<file path="config.mk">
export PLATFORM = sky130hd
export DESIGN_NAME = pid_step_antiwindup
export DESIGN_NICKNAME = d
export VERILOG_FILES = /design/src/rtl/core/pidaw_pkg.sv /design/src/rtl/core/pidaw_smul.sv /design/src/rtl/core/pidaw_sdiv.sv /design/src/rtl/core/pid_step_antiwindup.sv
export SDC_FILE = /design/constraint.sdc
export NUM_CORES = 1
export LEC_CHECK = 0
export BUFFER_PORTS_ARGS = -buffer_cell sky130_fd_sc_hd__buf_2
export CAP_MARGIN = 20
export CORE_MARGIN = 2
export CORE_UTILIZATION = 30
export CTS_CLUSTER_SIZE = 10
export DETAILED_ROUTE_END_ITERATION = 6
export GPL_ROUTABILITY_DRIVEN = 0
export PLACE_DENSITY = 0.46
export RECOVER_POWER = 100
export SLEW_MARGIN = 20
export SYNTH_ARGS = -nofsm -noshare
export SYNTH_HDL_FRONTEND = slang
export SYNTH_SLANG_ARGS = --single-unit
export TNS_END_PERCENT = 50
</file>
<file path="constraint.sdc">
create_clock -name clk -period 7.97 [get_ports clk]
set_input_delay 0.3985 -clock clk [delete_from_list [all_inputs] [get_ports clk]]
set_output_delay 0.3985 -clock clk [all_outputs]
set_load 0.05 [all_outputs]
</file>
<file path="src/rtl/core/pidaw_pkg.sv">
// ----------------------------------------------------------------------------
// PID step package
// Shared widths, register indexes and reset values for the PID step block.
// ----------------------------------------------------------------------------
package pidaw_pkg;

	localparam int ACC_W  = 32;
	localparam int GAIN_W = 16;
	localparam int DEN_W  = 15;
	localparam int LIM_W  = 15;
	localparam int PROD_W = ACC_W + GAIN_W;
	localparam int OUT_W  = 32;
	localparam int IDX_W  = 3;
	localparam int CFG_W  = 16;
	localparam int MCNT_W = $clog2(GAIN_W);
	localparam int DCNT_W = $clog2(PROD_W);

	localparam logic [IDX_W-1:0] REG_PRESCALE = 3'd0;
	localparam logic [IDX_W-1:0] REG_PROP     = 3'd1;
	localparam logic [IDX_W-1:0] REG_INTEG    = 3'd2;
	localparam logic [IDX_W-1:0] REG_DERIV    = 3'd3;
	localparam logic [IDX_W-1:0] REG_NUMER    = 3'd4;
	localparam logic [IDX_W-1:0] REG_DENOM    = 3'd5;
	localparam logic [IDX_W-1:0] REG_WINDUP   = 3'd6;

	localparam logic [GAIN_W-1:0] RST_PRESCALE = 16'sd1;
	localparam logic [GAIN_W-1:0] RST_NUMER    = 16'sd1;
	localparam logic [DEN_W-1:0]  RST_DENOM    = 15'd1;
	localparam logic [LIM_W-1:0]  RST_WINDUP   = 15'd5000;

endpackage

</file>
<file path="src/rtl/core/pidaw_smul.sv">
// ----------------------------------------------------------------------------
// PID step serial multiplier
// Shift-add signed multiply, one multiplier bit per cycle, wrapping product.
// ----------------------------------------------------------------------------
module pidaw_smul
	import pidaw_pkg::*;
(
	input  logic              clk,
	input  logic              arst_n,
	input  logic              start,
	input  logic [PROD_W-1:0] a,
	input  logic [GAIN_W-1:0] b,
	output logic              done,
	output logic [PROD_W-1:0] prod
);

	logic              busy_q;
	logic              done_q;
	logic [MCNT_W-1:0] cnt_q;
	logic [PROD_W-1:0] a_q;
	logic [GAIN_W-1:0] b_q;
	logic [PROD_W-1:0] acc_q;
	logic [PROD_W-1:0] addend;
	logic              last;

	assign last   = (cnt_q == MCNT_W'(GAIN_W - 1));
	assign addend = b_q[0] ? a_q : '0;

	always_ff @(posedge clk or negedge arst_n) begin
		if (!arst_n) begin
			busy_q <= 1'b0;
			done_q <= 1'b0;
			cnt_q  <= '0;
		end else begin
			done_q <= 1'b0;
			if (start) begin
				busy_q <= 1'b1;
				cnt_q  <= '0;
			end else if (busy_q) begin
				cnt_q <= cnt_q + 1'b1;
				if (last) begin
					busy_q <= 1'b0;
					done_q <= 1'b1;
				end
			end
		end
	end

	always_ff @(posedge clk) begin
		if (start) begin
			a_q   <= a;
			b_q   <= b;
			acc_q <= '0;
		end else if (busy_q) begin
			// sign bit of the multiplier carries negative weight
			acc_q <= last ? (acc_q - addend) : (acc_q + addend);
			a_q   <= {a_q[PROD_W-2:0], 1'b0};
			b_q   <= {1'b0, b_q[GAIN_W-1:1]};
		end
	end

	assign done = done_q;
	assign prod = acc_q;

endmodule

</file>
<file path="src/rtl/core/pidaw_sdiv.sv">
// ----------------------------------------------------------------------------
// PID step serial divider
// Restoring unsigned divide, one quotient bit per cycle.
// ----------------------------------------------------------------------------
module pidaw_sdiv
	import pidaw_pkg::*;
(
	input  logic              clk,
	input  logic              arst_n,
	input  logic              start,
	input  logic [PROD_W-1:0] dividend,
	input  logic [DEN_W-1:0]  divisor,
	output logic              done,
	output logic [PROD_W-1:0] quotient
);

	logic              busy_q;
	logic              done_q;
	logic [DCNT_W-1:0] cnt_q;
	logic [DEN_W-1:0]  den_q;
	logic [DEN_W-1:0]  rem_q;
	logic [PROD_W-1:0] quo_q;
	logic [DEN_W:0]    trial;
	logic [DEN_W:0]    diff;
	logic              fits;

	assign trial = {rem_q, quo_q[PROD_W-1]};
	assign diff  = trial - {1'b0, den_q};
	assign fits  = (trial >= {1'b0, den_q});

	always_ff @(posedge clk or negedge arst_n) begin
		if (!arst_n) begin
			busy_q <= 1'b0;
			done_q <= 1'b0;
			cnt_q  <= '0;
		end else begin
			done_q <= 1'b0;
			if (start) begin
				busy_q <= 1'b1;
				cnt_q  <= '0;
			end else if (busy_q) begin
				cnt_q <= cnt_q + 1'b1;
				if (cnt_q == DCNT_W'(PROD_W - 1)) begin
					busy_q <= 1'b0;
					done_q <= 1'b1;
				end
			end
		end
	end

	always_ff @(posedge clk) begin
		if (start) begin
			den_q <= divisor;
			rem_q <= '0;
			quo_q <= dividend;
		end else if (busy_q) begin
			rem_q <= fits ? diff[DEN_W-1:0] : trial[DEN_W-1:0];
			quo_q <= {quo_q[PROD_W-2:0], fits};
		end
	end

	assign done     = done_q;
	assign quotient = quo_q;

endmodule

</file>
<file path="src/rtl/core/pid_step_antiwindup.sv">
// ----------------------------------------------------------------------------
// PID step with integrator clamp
// One error sample in, one drive value out, through a shared serial
// multiplier and a serial divider.
// ----------------------------------------------------------------------------
// Each item runs as five signed multiplies on the one shift-add multiplier
// (one gain bit per cycle): prescale, integral gain, proportional gain,
// derivative gain and output numerator; then the restoring divider (one
// quotient bit per cycle over the 48-bit product), then the load of the
// output register. One item is worked on at a time; the finished drive value
// sits in an output register, so the next item is taken while it waits, and a
// finished item holds until that register is free. Write the registers only
// while the block is idle.
module pid_step_antiwindup
	import pidaw_pkg::*;
(
	input  logic                     clk,
	input  logic                     arst_n,
	input  logic                     cfg_we,
	input  logic [IDX_W-1:0]         cfg_index,
	input  logic [CFG_W-1:0]         cfg_data,
	input  logic                     in_valid,
	output logic                     in_stall,
	input  logic signed [GAIN_W-1:0] err_sample,
	output logic                     out_valid,
	input  logic                     out_stall,
	output logic signed [OUT_W-1:0]  drive
);

	localparam logic [2:0] ST_IDLE  = 3'd0;
	localparam logic [2:0] ST_SCALE = 3'd1;
	localparam logic [2:0] ST_INTEG = 3'd2;
	localparam logic [2:0] ST_PROP  = 3'd3;
	localparam logic [2:0] ST_DERIV = 3'd4;
	localparam logic [2:0] ST_OUTM  = 3'd5;
	localparam logic [2:0] ST_DIV   = 3'd6;
	localparam logic [2:0] ST_FIN   = 3'd7;

	logic [2:0]        state_q;
	logic [GAIN_W-1:0] prescale_q;
	logic [GAIN_W-1:0] prop_q;
	logic [GAIN_W-1:0] integ_q;
	logic [GAIN_W-1:0] deriv_q;
	logic [GAIN_W-1:0] numer_q;
	logic [DEN_W-1:0]  denom_q;
	logic [LIM_W-1:0]  windup_q;

	logic [ACC_W-1:0]  last_q;
	logic [ACC_W-1:0]  sum_q;
	logic [ACC_W-1:0]  scaled_q;
	logic [ACC_W-1:0]  delta_q;
	logic [ACC_W-1:0]  iterm_q;
	logic [ACC_W-1:0]  total_q;
	logic              neg_q;
	logic [OUT_W-1:0]  res_q;
	logic              out_valid_q;
	logic [OUT_W-1:0]  drive_q;

	logic              in_acc;
	logic              slot_free;
	logic              mul_start;
	logic [PROD_W-1:0] mul_a;
	logic [GAIN_W-1:0] mul_b;
	logic              mul_done;
	logic [PROD_W-1:0] mul_prod;
	logic              div_start;
	logic [PROD_W-1:0] div_mag;
	logic [DEN_W-1:0]  div_den;
	logic              div_done;
	logic [PROD_W-1:0] div_quo;
	logic [PROD_W-1:0] quo_signed;
	logic [ACC_W-1:0]  mul_low;
	logic [ACC_W-1:0]  total_nx;
	logic signed [ACC_W:0] iterm_ext;
	logic signed [ACC_W:0] lim_ext;
	logic              in_window;

	assign in_acc    = in_valid && (state_q == ST_IDLE);
	assign in_stall  = (state_q != ST_IDLE);
	assign slot_free = !out_valid_q || !out_stall;
	assign mul_low   = mul_prod[ACC_W-1:0];
	assign total_nx  = total_q + mul_low;

	assign iterm_ext = $signed({mul_low[ACC_W-1], mul_low});
	assign lim_ext   = $signed({{(ACC_W + 1 - LIM_W){1'b0}}, windup_q});
	assign in_window = (iterm_ext < lim_ext) && (iterm_ext > -lim_ext);

	always_comb begin
		mul_start = 1'b0;
		mul_a     = '0;
		mul_b     = '0;
		case (state_q)
			ST_IDLE: begin
				mul_start = in_acc;
				mul_a     = {{(PROD_W - GAIN_W){err_sample[GAIN_W-1]}}, err_sample};
				mul_b     = prescale_q;
			end
			ST_SCALE: begin
				mul_start = mul_done;
				mul_a     = {{(PROD_W - ACC_W){sum_q[ACC_W-1]}}, sum_q};
				mul_b     = integ_q;
			end
			ST_INTEG: begin
				mul_start = mul_done;
				mul_a     = {{(PROD_W - ACC_W){scaled_q[ACC_W-1]}}, scaled_q};
				mul_b     = prop_q;
			end
			ST_PROP: begin
				mul_start = mul_done;
				mul_a     = {{(PROD_W - ACC_W){delta_q[ACC_W-1]}}, delta_q};
				mul_b     = deriv_q;
			end
			ST_DERIV: begin
				mul_start = mul_done;
				mul_a     = {{(PROD_W - ACC_W){total_nx[ACC_W-1]}}, total_nx};
				mul_b     = numer_q;
			end
			default: begin
				mul_start = 1'b0;
			end
		endcase
	end

	assign div_start  = (state_q == ST_OUTM) && mul_done;
	assign div_mag    = mul_prod[PROD_W-1] ? (~mul_prod + 1'b1) : mul_prod;
	assign div_den    = (denom_q == '0) ? DEN_W'(1) : denom_q;
	assign quo_signed = neg_q ? (~div_quo + 1'b1) : div_quo;

	pidaw_smul u_smul (
		.clk    (clk),
		.arst_n (arst_n),
		.start  (mul_start),
		.a      (mul_a),
		.b      (mul_b),
		.done   (mul_done),
		.prod   (mul_prod)
	);

	pidaw_sdiv u_sdiv (
		.clk      (clk),
		.arst_n   (arst_n),
		.start    (div_start),
		.dividend (div_mag),
		.divisor  (div_den),
		.done     (div_done),
		.quotient (div_quo)
	);

	always_ff @(posedge clk or negedge arst_n) begin
		if (!arst_n) begin
			prescale_q <= RST_PRESCALE;
			prop_q     <= '0;
			integ_q    <= '0;
			deriv_q    <= '0;
			numer_q    <= RST_NUMER;
			denom_q    <= RST_DENOM;
			windup_q   <= RST_WINDUP;
		end else if (cfg_we) begin
			case (cfg_index)
				REG_PRESCALE: prescale_q <= cfg_data;
				REG_PROP:     prop_q     <= cfg_data;
				REG_INTEG:    integ_q    <= cfg_data;
				REG_DERIV:    deriv_q    <= cfg_data;
				REG_NUMER:    numer_q    <= cfg_data;
				REG_DENOM:    denom_q    <= cfg_data[DEN_W-1:0];
				REG_WINDUP:   windup_q   <= cfg_data[LIM_W-1:0];
				default: begin
				end
			endcase
		end
	end

	always_ff @(posedge clk or negedge arst_n) begin
		if (!arst_n) begin
			state_q     <= ST_IDLE;
			last_q      <= '0;
			sum_q       <= '0;
			out_valid_q <= 1'b0;
		end else begin
			if (state_q == ST_FIN && slot_free)
				out_valid_q <= 1'b1;
			else if (out_valid_q && !out_stall)
				out_valid_q <= 1'b0;
			case (state_q)
				ST_IDLE: begin
					if (in_acc)
						state_q <= ST_SCALE;
				end
				ST_SCALE: begin
					if (mul_done)
						state_q <= ST_INTEG;
				end
				ST_INTEG: begin
					if (mul_done) begin
						last_q <= scaled_q;
						if (in_window)
							sum_q <= sum_q + scaled_q;
						state_q <= ST_PROP;
					end
				end
				ST_PROP: begin
					if (mul_done)
						state_q <= ST_DERIV;
				end
				ST_DERIV: begin
					if (mul_done)
						state_q <= ST_OUTM;
				end
				ST_OUTM: begin
					if (mul_done)
						state_q <= ST_DIV;
				end
				ST_DIV: begin
					if (div_done)
						state_q <= ST_FIN;
				end
				ST_FIN: begin
					if (slot_free)
						state_q <= ST_IDLE;
				end
				default: begin
					state_q <= ST_IDLE;
				end
			endcase
		end
	end

	always_ff @(posedge clk) begin
		if (state_q == ST_SCALE && mul_done) begin
			scaled_q <= mul_low;
			delta_q  <= mul_low - last_q;
		end
		if (state_q == ST_INTEG && mul_done)
			iterm_q <= mul_low;
		if (state_q == ST_PROP && mul_done)
			total_q <= mul_low + iterm_q;
		if (state_q == ST_DERIV && mul_done)
			total_q <= total_nx;
		if (div_start)
			neg_q <= mul_prod[PROD_W-1];
		if (state_q == ST_DIV && div_done)
			res_q <= quo_signed[OUT_W-1:0];
		if (state_q == ST_FIN && slot_free)
			drive_q <= res_q;
	end

	assign out_valid = out_valid_q;
	assign drive     = drive_q;

endmodule

</file>
Word level (Yosys, flattened, before mapping)
Index checks and enable logic that the tools add are counted.
W data, S select, Z words.
- bits in registers: 575
- input port bits: 40
- output and inout port bits: 34
- logic and storage cells: 145
- add/subtract/negate cells: 12
- $lt $le $gt $ge: 3
- equality and inequality tests: 23
- multiplexer cells: 43
- bitwise logic cells: 2
- reduce and logical (&&, ||, !) cells: 32
- operators with widths (kind ; count):
    $mux W48 ; 7
    $pmux W48 S5 ; 1
    $add A32 B32 Y32 ; 3
    $mux W32 ; 3
    $pmux W16 S5 ; 1
    $add A48 B1 Y48 const B ; 1
    $add A48 B48 Y48 ; 1
    $not A48 Y48 ; 1
    $sub A48 B48 Y48 ; 1
    $gt A32 B33 Y1 ; 1
    $neg A15 Y33 ; 1
    $add A32 B1 Y32 const B ; 1
    $lt A32 B16 Y1 ; 1
    $mux W16 ; 2
    $not A32 Y32 ; 1
    $sub A32 B32 Y32 ; 1
    $mux W3 ; 8
    $pmux W3 S8 ; 1
    $eq A3 B3 Y1 const B ; 7
    $ge A16 B15 Y1 ; 1
    $reduce_and A2 Y1 ; 8
    $logic_not A15 Y1 ; 1
    $mux W15 ; 1
    $sub A15 B15 Y15 ; 1
    other kinds (21) ; 60

Depth between registers and ports, before layout
- word-level depth: 4
- depth in mapped cells: 26
- mapped depth without buffers: 21

By module
From an unflattened synthesis, not the netlist that was laid out.
- cells, all modules: 3647
- area, all modules: 36635.1 µm²
- by module, submodules not included (module ; instances ; cells each ; area an instance (µm²) ; sequential area each (µm²)):
    pid_step_antiwindup ; 1 ; 2321 ; 23497.5 ; 10259.8
    pidaw_smul ; 1 ; 959 ; 8750.9 ; 3032.9
    pidaw_sdiv ; 1 ; 367 ; 4386.7 ; 2392.3

Worst setup path after synthesis
No wires, ideal clock.
- kind: register to register
- from: register u_smul.b_q[0]
- to: register u_smul.acc_q[45], in the netlist u_smul.prod[45]
- library setup time: 129 ps
- data arrival time: 5589 ps
- required time: 7841 ps
- path slack: 2252 ps
- stages on the path, launching flop included: 26
- buffers on the path: 7
- clock period less this slack: 5718 ps
- path through: edfxtp_1 clkbuf_1 clkbuf_1 clkbuf_1 clkbuf_1 buf_1 nand2_1 ha_1 a21boi_0 and3_1 nor2_1 or2_2 clkbuf_1 clkbuf_1 nand2_1 ha_1 a21o_1 a21o_1 a221o_1 o31ai_1 nand2_1 a31oi_1 o31ai_1 a221oi_1 xor2_1 o21ai_0
- longest elaborated chain between the ends: 3
- elaborated cells between the ends (all ways): 4
- those cells by class: add/sub: 2; mux: 2
- RTL lines (item ; line ; source):
    from (decl) ; pidaw_smul.sv:21 ; logic [GAIN_W-1:0] b_q;
    from (signal assigned) ; pidaw_smul.sv:58 ; b_q <= {1'b0, b_q[GAIN_W-1:1]};
    $mux W48 (*) ; pidaw_smul.sv:27 ; assign addend = b_q[0] ? a_q : '0;
    $add A48 B48 Y48 / $sub A48 B48 Y48 (equally long branches) ; pidaw_smul.sv:56 ; acc_q <= last ? (acc_q - addend) : (acc_q + addend);
    $mux W48 (*) ; pidaw_smul.sv:56 ;
    to (signal assigned) ; pidaw_smul.sv:56 ;
    to (decl) ; pidaw_smul.sv:22 ; logic [PROD_W-1:0] acc_q;
Every way passes the cells marked *; elsewhere a longest branch is shown, timed or not.
A chain may end at the register's enable or synchronous reset.

Worst setup path in the final report
- from: register state_q[0]
- to: register sum_q[31]
- longest elaborated chain between the ends: 2
- RTL lines (item ; line ; source):
    from (decl) ; pid_step_antiwindup.sv:39 ; logic [2:0] state_q;
    from (signal assigned) ; pid_step_antiwindup.sv:175 ; state_q <= ST_IDLE;
    from (signal assigned) ; pid_step_antiwindup.sv:187 ; state_q <= ST_SCALE;
    from (signal assigned) ; pid_step_antiwindup.sv:191 ; state_q <= ST_INTEG;
    $eq A3 B2 Y1 ; pid_step_antiwindup.sv:184 ; case (state_q)
    $reduce_and A3 Y1 (no source line) ; -- ;
    to (signal assigned) ; pid_step_antiwindup.sv:197 ; sum_q <= sum_q + scaled_q;
    to (decl) ; pid_step_antiwindup.sv:49 ; logic [ACC_W-1:0] sum_q;
Every way passes these cells.

==> results.txt <==
----------------------------------------------------
[Routing]
  Wire per inst ... 20.4 um
  DR pass1 iterations ... 6
  Antenna Nets Post-Route ... 0
  Final WL ... 107000 um
  Vias/cell ... 5.28
  Count of vias placed by the detailed router ... 27.8k
  Number of DRC markers after the initial detailed-route iteration ... 2075
  Detailed-route DRC error count ... 0

[Placement]
  Dpl cells ... 5122
  Total placed instance area ... 38000 sq um
  Detailed placer's ending HPWL ... 77100 um
  IO buf count ... 73

[Clock network]
  Num Clock Sinks ... 575
  Clock root buffer master ... sky130_fd_sc_hd__clkbuf_16
  Clock Tree Buf Depth ... 3
  Number of levels the H-tree was split into ... 3
  Worst-Skew Late Latency ... 0.67 ns
  Post_cts resized ... 0
  Clock buffers created by TritonCTS ... 73
  Clock tree from TritonCTS ... built
  CTS clk-pin slew, worst paths ... 0.06 ns

[Die]
  Count of standard-cell rows ... 126
  Floorplan die height ... 349 um
  Number of ports placed on the die boundary ... 74
  Area of the core region ... 118000 sq um
  Die area ... 122000 sq um
  Horizontal die dimension ... 349 um
  Initial cell density of the core ... 30.3%

[Critical path]
  CP startpoint kind ... register
  Kind of end point of the critical path ... register
  WP data arrival ... 7.24 ns
  Crit path required time ... 8.52 ns
  Worst-path maximum fanout ... 61
  Category of the critical setup timing path ... reg -> reg

[Timing]
  Slew headroom ... -179%
  Fin. Hold Viols ... 0
  Unrepaired setup endpoints after global routing ... no
  Fin crit period ... 6.69 ns
  Sum of negative setup slack ... 0 ns
  Timing-limited maximum frequency ... 150 MHz
  # setup viols final ... 0
  Final worst path period share ... 83.9%
  Worst slew pin tran ... 4.18 ns
  Worst setup skew after layout ... 0.0406 ns
  Max-slew violations ... 667

[Power and ir drop]
  Static Leak ... 0.0162 uW
  PwrDens ... 191 nW/um^2
  Sum of internal, switching and leakage power ... 7630 uW
  Peak VDD IR ... 0.171 mV

[Layout]
  Commonest cells after routing, fill and taps aside ... sky130_fd_sc_hd__nand2_1, sky130_fd_sc_hd__edfxtp_1, sky130_fd_sc_hd__o21ai_0
  Layout cells sized above 1 ... 8.43%
  Commonest non-fill, non-tap cell in the layout ... sky130_fd_sc_hd__nand2_1
  Fillers ... 12.1k
  Filler-free cell count of the finished design ... 5264
  Post-layout net count ... 3957
  Area of all placed cells without fillers ... 40000 sq um
  Growth of design area from synthesis to finish ... 11.9%

[Logic synthesis]
  Yosys synthesis warning count ... 0
  Cell area after synthesis ... 35800 sq um
  Share of the yosys chip area belonging to registers ... 43.9%
  Instance count of the mapped netlist ... 3623
  Count of state elements after synthesis ... 575
  Most common flop cell mapped by yosys ... sky130_fd_sc_hd__edfxtp_1
  Share of synthesized registers carrying an async set or reset ... 33.4%
  Synthesized area per cell ... 9.87 sq um
  Net count after synthesis ... 3913
  Cell variety after synth ... 92
  EDFF count, synth ... 320

[GRT]
  Largest net degree at the start of global routing ... 122
  Wire length of the first global-routing pass ... 165000 um
  Number of global-route vias before repair ... 26.8k
  Gr usage total ... 17.5%
  Initial antenna violation count ... 5
  GRT overflow ... 0

[Flow run]
  Max-cap violation count ... 16

[Worst hold path]
  Class of the most critical hold timing path ... in -> reg

[Run status]
  Violations in the final reports ... capacitance limit, slew limit
  Outcome ... finished with violations

----------------------------------------------------
registers in the layout (all words and copies together), names as in the netlist, 16 cells and up:
name             cells
last_q              32
prescale_q          16
scaled_q            32
delta_q             32
sum_q               32
u_sdiv.quotient     48
iterm_q             32
deriv_q             16
total_q             32
drive               32
numer_q             16
integ_q             16
prop_q              16
u_smul.b_q          16
res_q               32
u_smul.a_q          48
u_smul.prod         48
layer usage:
| layer | share of wire [%] | vias up | wire [um] | track usage (%) |
|---|---|---|---|---|
| met5 | 0.022 | - | 24 | 0 |
| met4 | 2.1 | 4 | 2240 | 4.44 |
| met3 | 5.4 | 120 | 5790 | 3.37 |
| met2 | 44 | 603 | 47700 | 27.3 |
| met1 | 48 | 13500 | 51500 | 24.5 |
| li1 | - | 13600 | - | - |
through the flow:
stage | hold WS (ns) | setup WS [ns] | utilization, %
3_5_place_dp | 0.405 | 2.21 | 32.2
5_1_grt | 0.101 | 0.924 | 33.9
6_report | 0.111 | 1.28 | 33.9
2_1_floorplan | 0.103 | 2.25 | -
3_3_place_gp | 0.406 | 2.25 | 32.2
4_1_cts | 0.0661 | 2.18 | 34.1
area by class of cell:
type,count,area [sq um],share of cell area (%)
Multi-Input combinational cell,2746,18900,47.3
Clock buffer,118,2080,5.19
Sequential cell,575,15700,39.2
Timing Repair Buffer,139,674,1.69
Inverter,132,497,1.24
Tap cell,1536,1920,4.81
Antenna cell,1,2.50,0.00626
Clock inverter,17,220,0.551
logic make-up (layout without fill, tap and decap cells):
| logic type | count (synthesis) | in the layout | share of synthesized area (%) |
|---|---|---|---|
| compound gates | 1086 | 1086 | 19.4 |
| xor+xnor | 272 | 272 | 6.66 |
| fa+ha+maj | 250 | 250 | 8.88 |
| buf+inv | 302 | 406 | 3.17 |
| flops | 575 | 575 | 43.9 |
| mux | 153 | 153 | 4.70 |
| other cells | 0 | 1 | 0 |
| simple gates | 985 | 985 | 13.3 |
worst max-delay path, stage by stage (launching register included):
cell and delay (ns):
sky130_fd_sc_hd__dfrtp_1 0.40, sky130_fd_sc_hd__inv_1 0.11, sky130_fd_sc_hd__ha_1 0.24, sky130_fd_sc_hd__inv_1 0.10, sky130_fd_sc_hd__nor2_4 0.10, sky130_fd_sc_hd__clkbuf_1 1.79, sky130_fd_sc_hd__nand2_1 0.72, sky130_fd_sc_hd__clkinvlp_2 0.91
sky130_fd_sc_hd__nand3_1 0.12, sky130_fd_sc_hd__or4_2 0.66, sky130_fd_sc_hd__clkbuf_2 0.68, sky130_fd_sc_hd__nor3_1 0.44, sky130_fd_sc_hd__xor2_1 0.17
Yosys cell counts (all sizes together), types with 26 or more instances:
library cell | count | area share [%]
dfrtp | 184 | 13
ha | 244 | 8.5
nand3 | 75 | 1.1
o31ai | 41 | 0.89
xor2 | 133 | 3.3
nand4 | 36 | 0.63
a21oi | 264 | 3.7
nand2 | 364 | 3.8
a31oi | 50 | 0.87
a22oi | 48 | 1.0
or4 | 31 | 0.74
nor2 | 222 | 2.3
or3 | 28 | 0.51
nor3 | 42 | 0.60
nor4 | 39 | 0.74
a211oi | 26 | 0.55
a21o | 115 | 2.4
nand2b | 26 | 0.45
xnor2 | 139 | 3.4
and3 | 27 | 0.47
mux2 | 118 | 3.7
o21bai | 31 | 0.65
edfxtp | 320 | 27
clkbuf | 161 | 1.7
o21ai | 293 | 4.1
inv | 131 | 1.4
o21a | 46 | 0.97
dfxtp | 63 | 3.5
mux2i | 35 | 0.98
what timing repair did:
action                    4_1_cts  5_1_grt
hold endpoints to repair      100        0
hold buffers                    3        0
buffers inserted                0        0
power breakdown:
| part | switching (uW) | leakage (uW) | internal [uW] | total, uW |
|---|---|---|---|---|
| registers | 208 | 0.00596 | 3410 | 3620 |
| clock network | 1380 | 0.00110 | 1810 | 3190 |
| logic | 410 | 0.00908 | 410 | 820 |
| total | 1990 | 0.0162 | 5630 | 7630 |
final timing paths:
kind | startpoint | end | slack [ns] | cells after the start
worst max-delay path | state_q[0]$_DFFE_PN0P_ | sum_q[31]$_DFFE_PN0P_ | 1.28 | 12
worst min-delay path | cfg_data[3] | numer_q[3]$_DFFE_PN0P_ | 0.11 | 2
worst max register to register | state_q[0]$_DFFE_PN0P_ | sum_q[31]$_DFFE_PN0P_ | 1.28 | 12
worst min register to register | res_q[28]$_DFFE_PP_ | drive[28]$_DFFE_PP_ | 0.42 | 0
max in group asynchronous | arst_n | last_q[31]$_DFFE_PN0P_ | 6.34 | 3
min in group asynchronous | arst_n | deriv_q[9]$_DFFE_PN0P_ | 0.36 | 2
(Power assumes the default switching activity.)
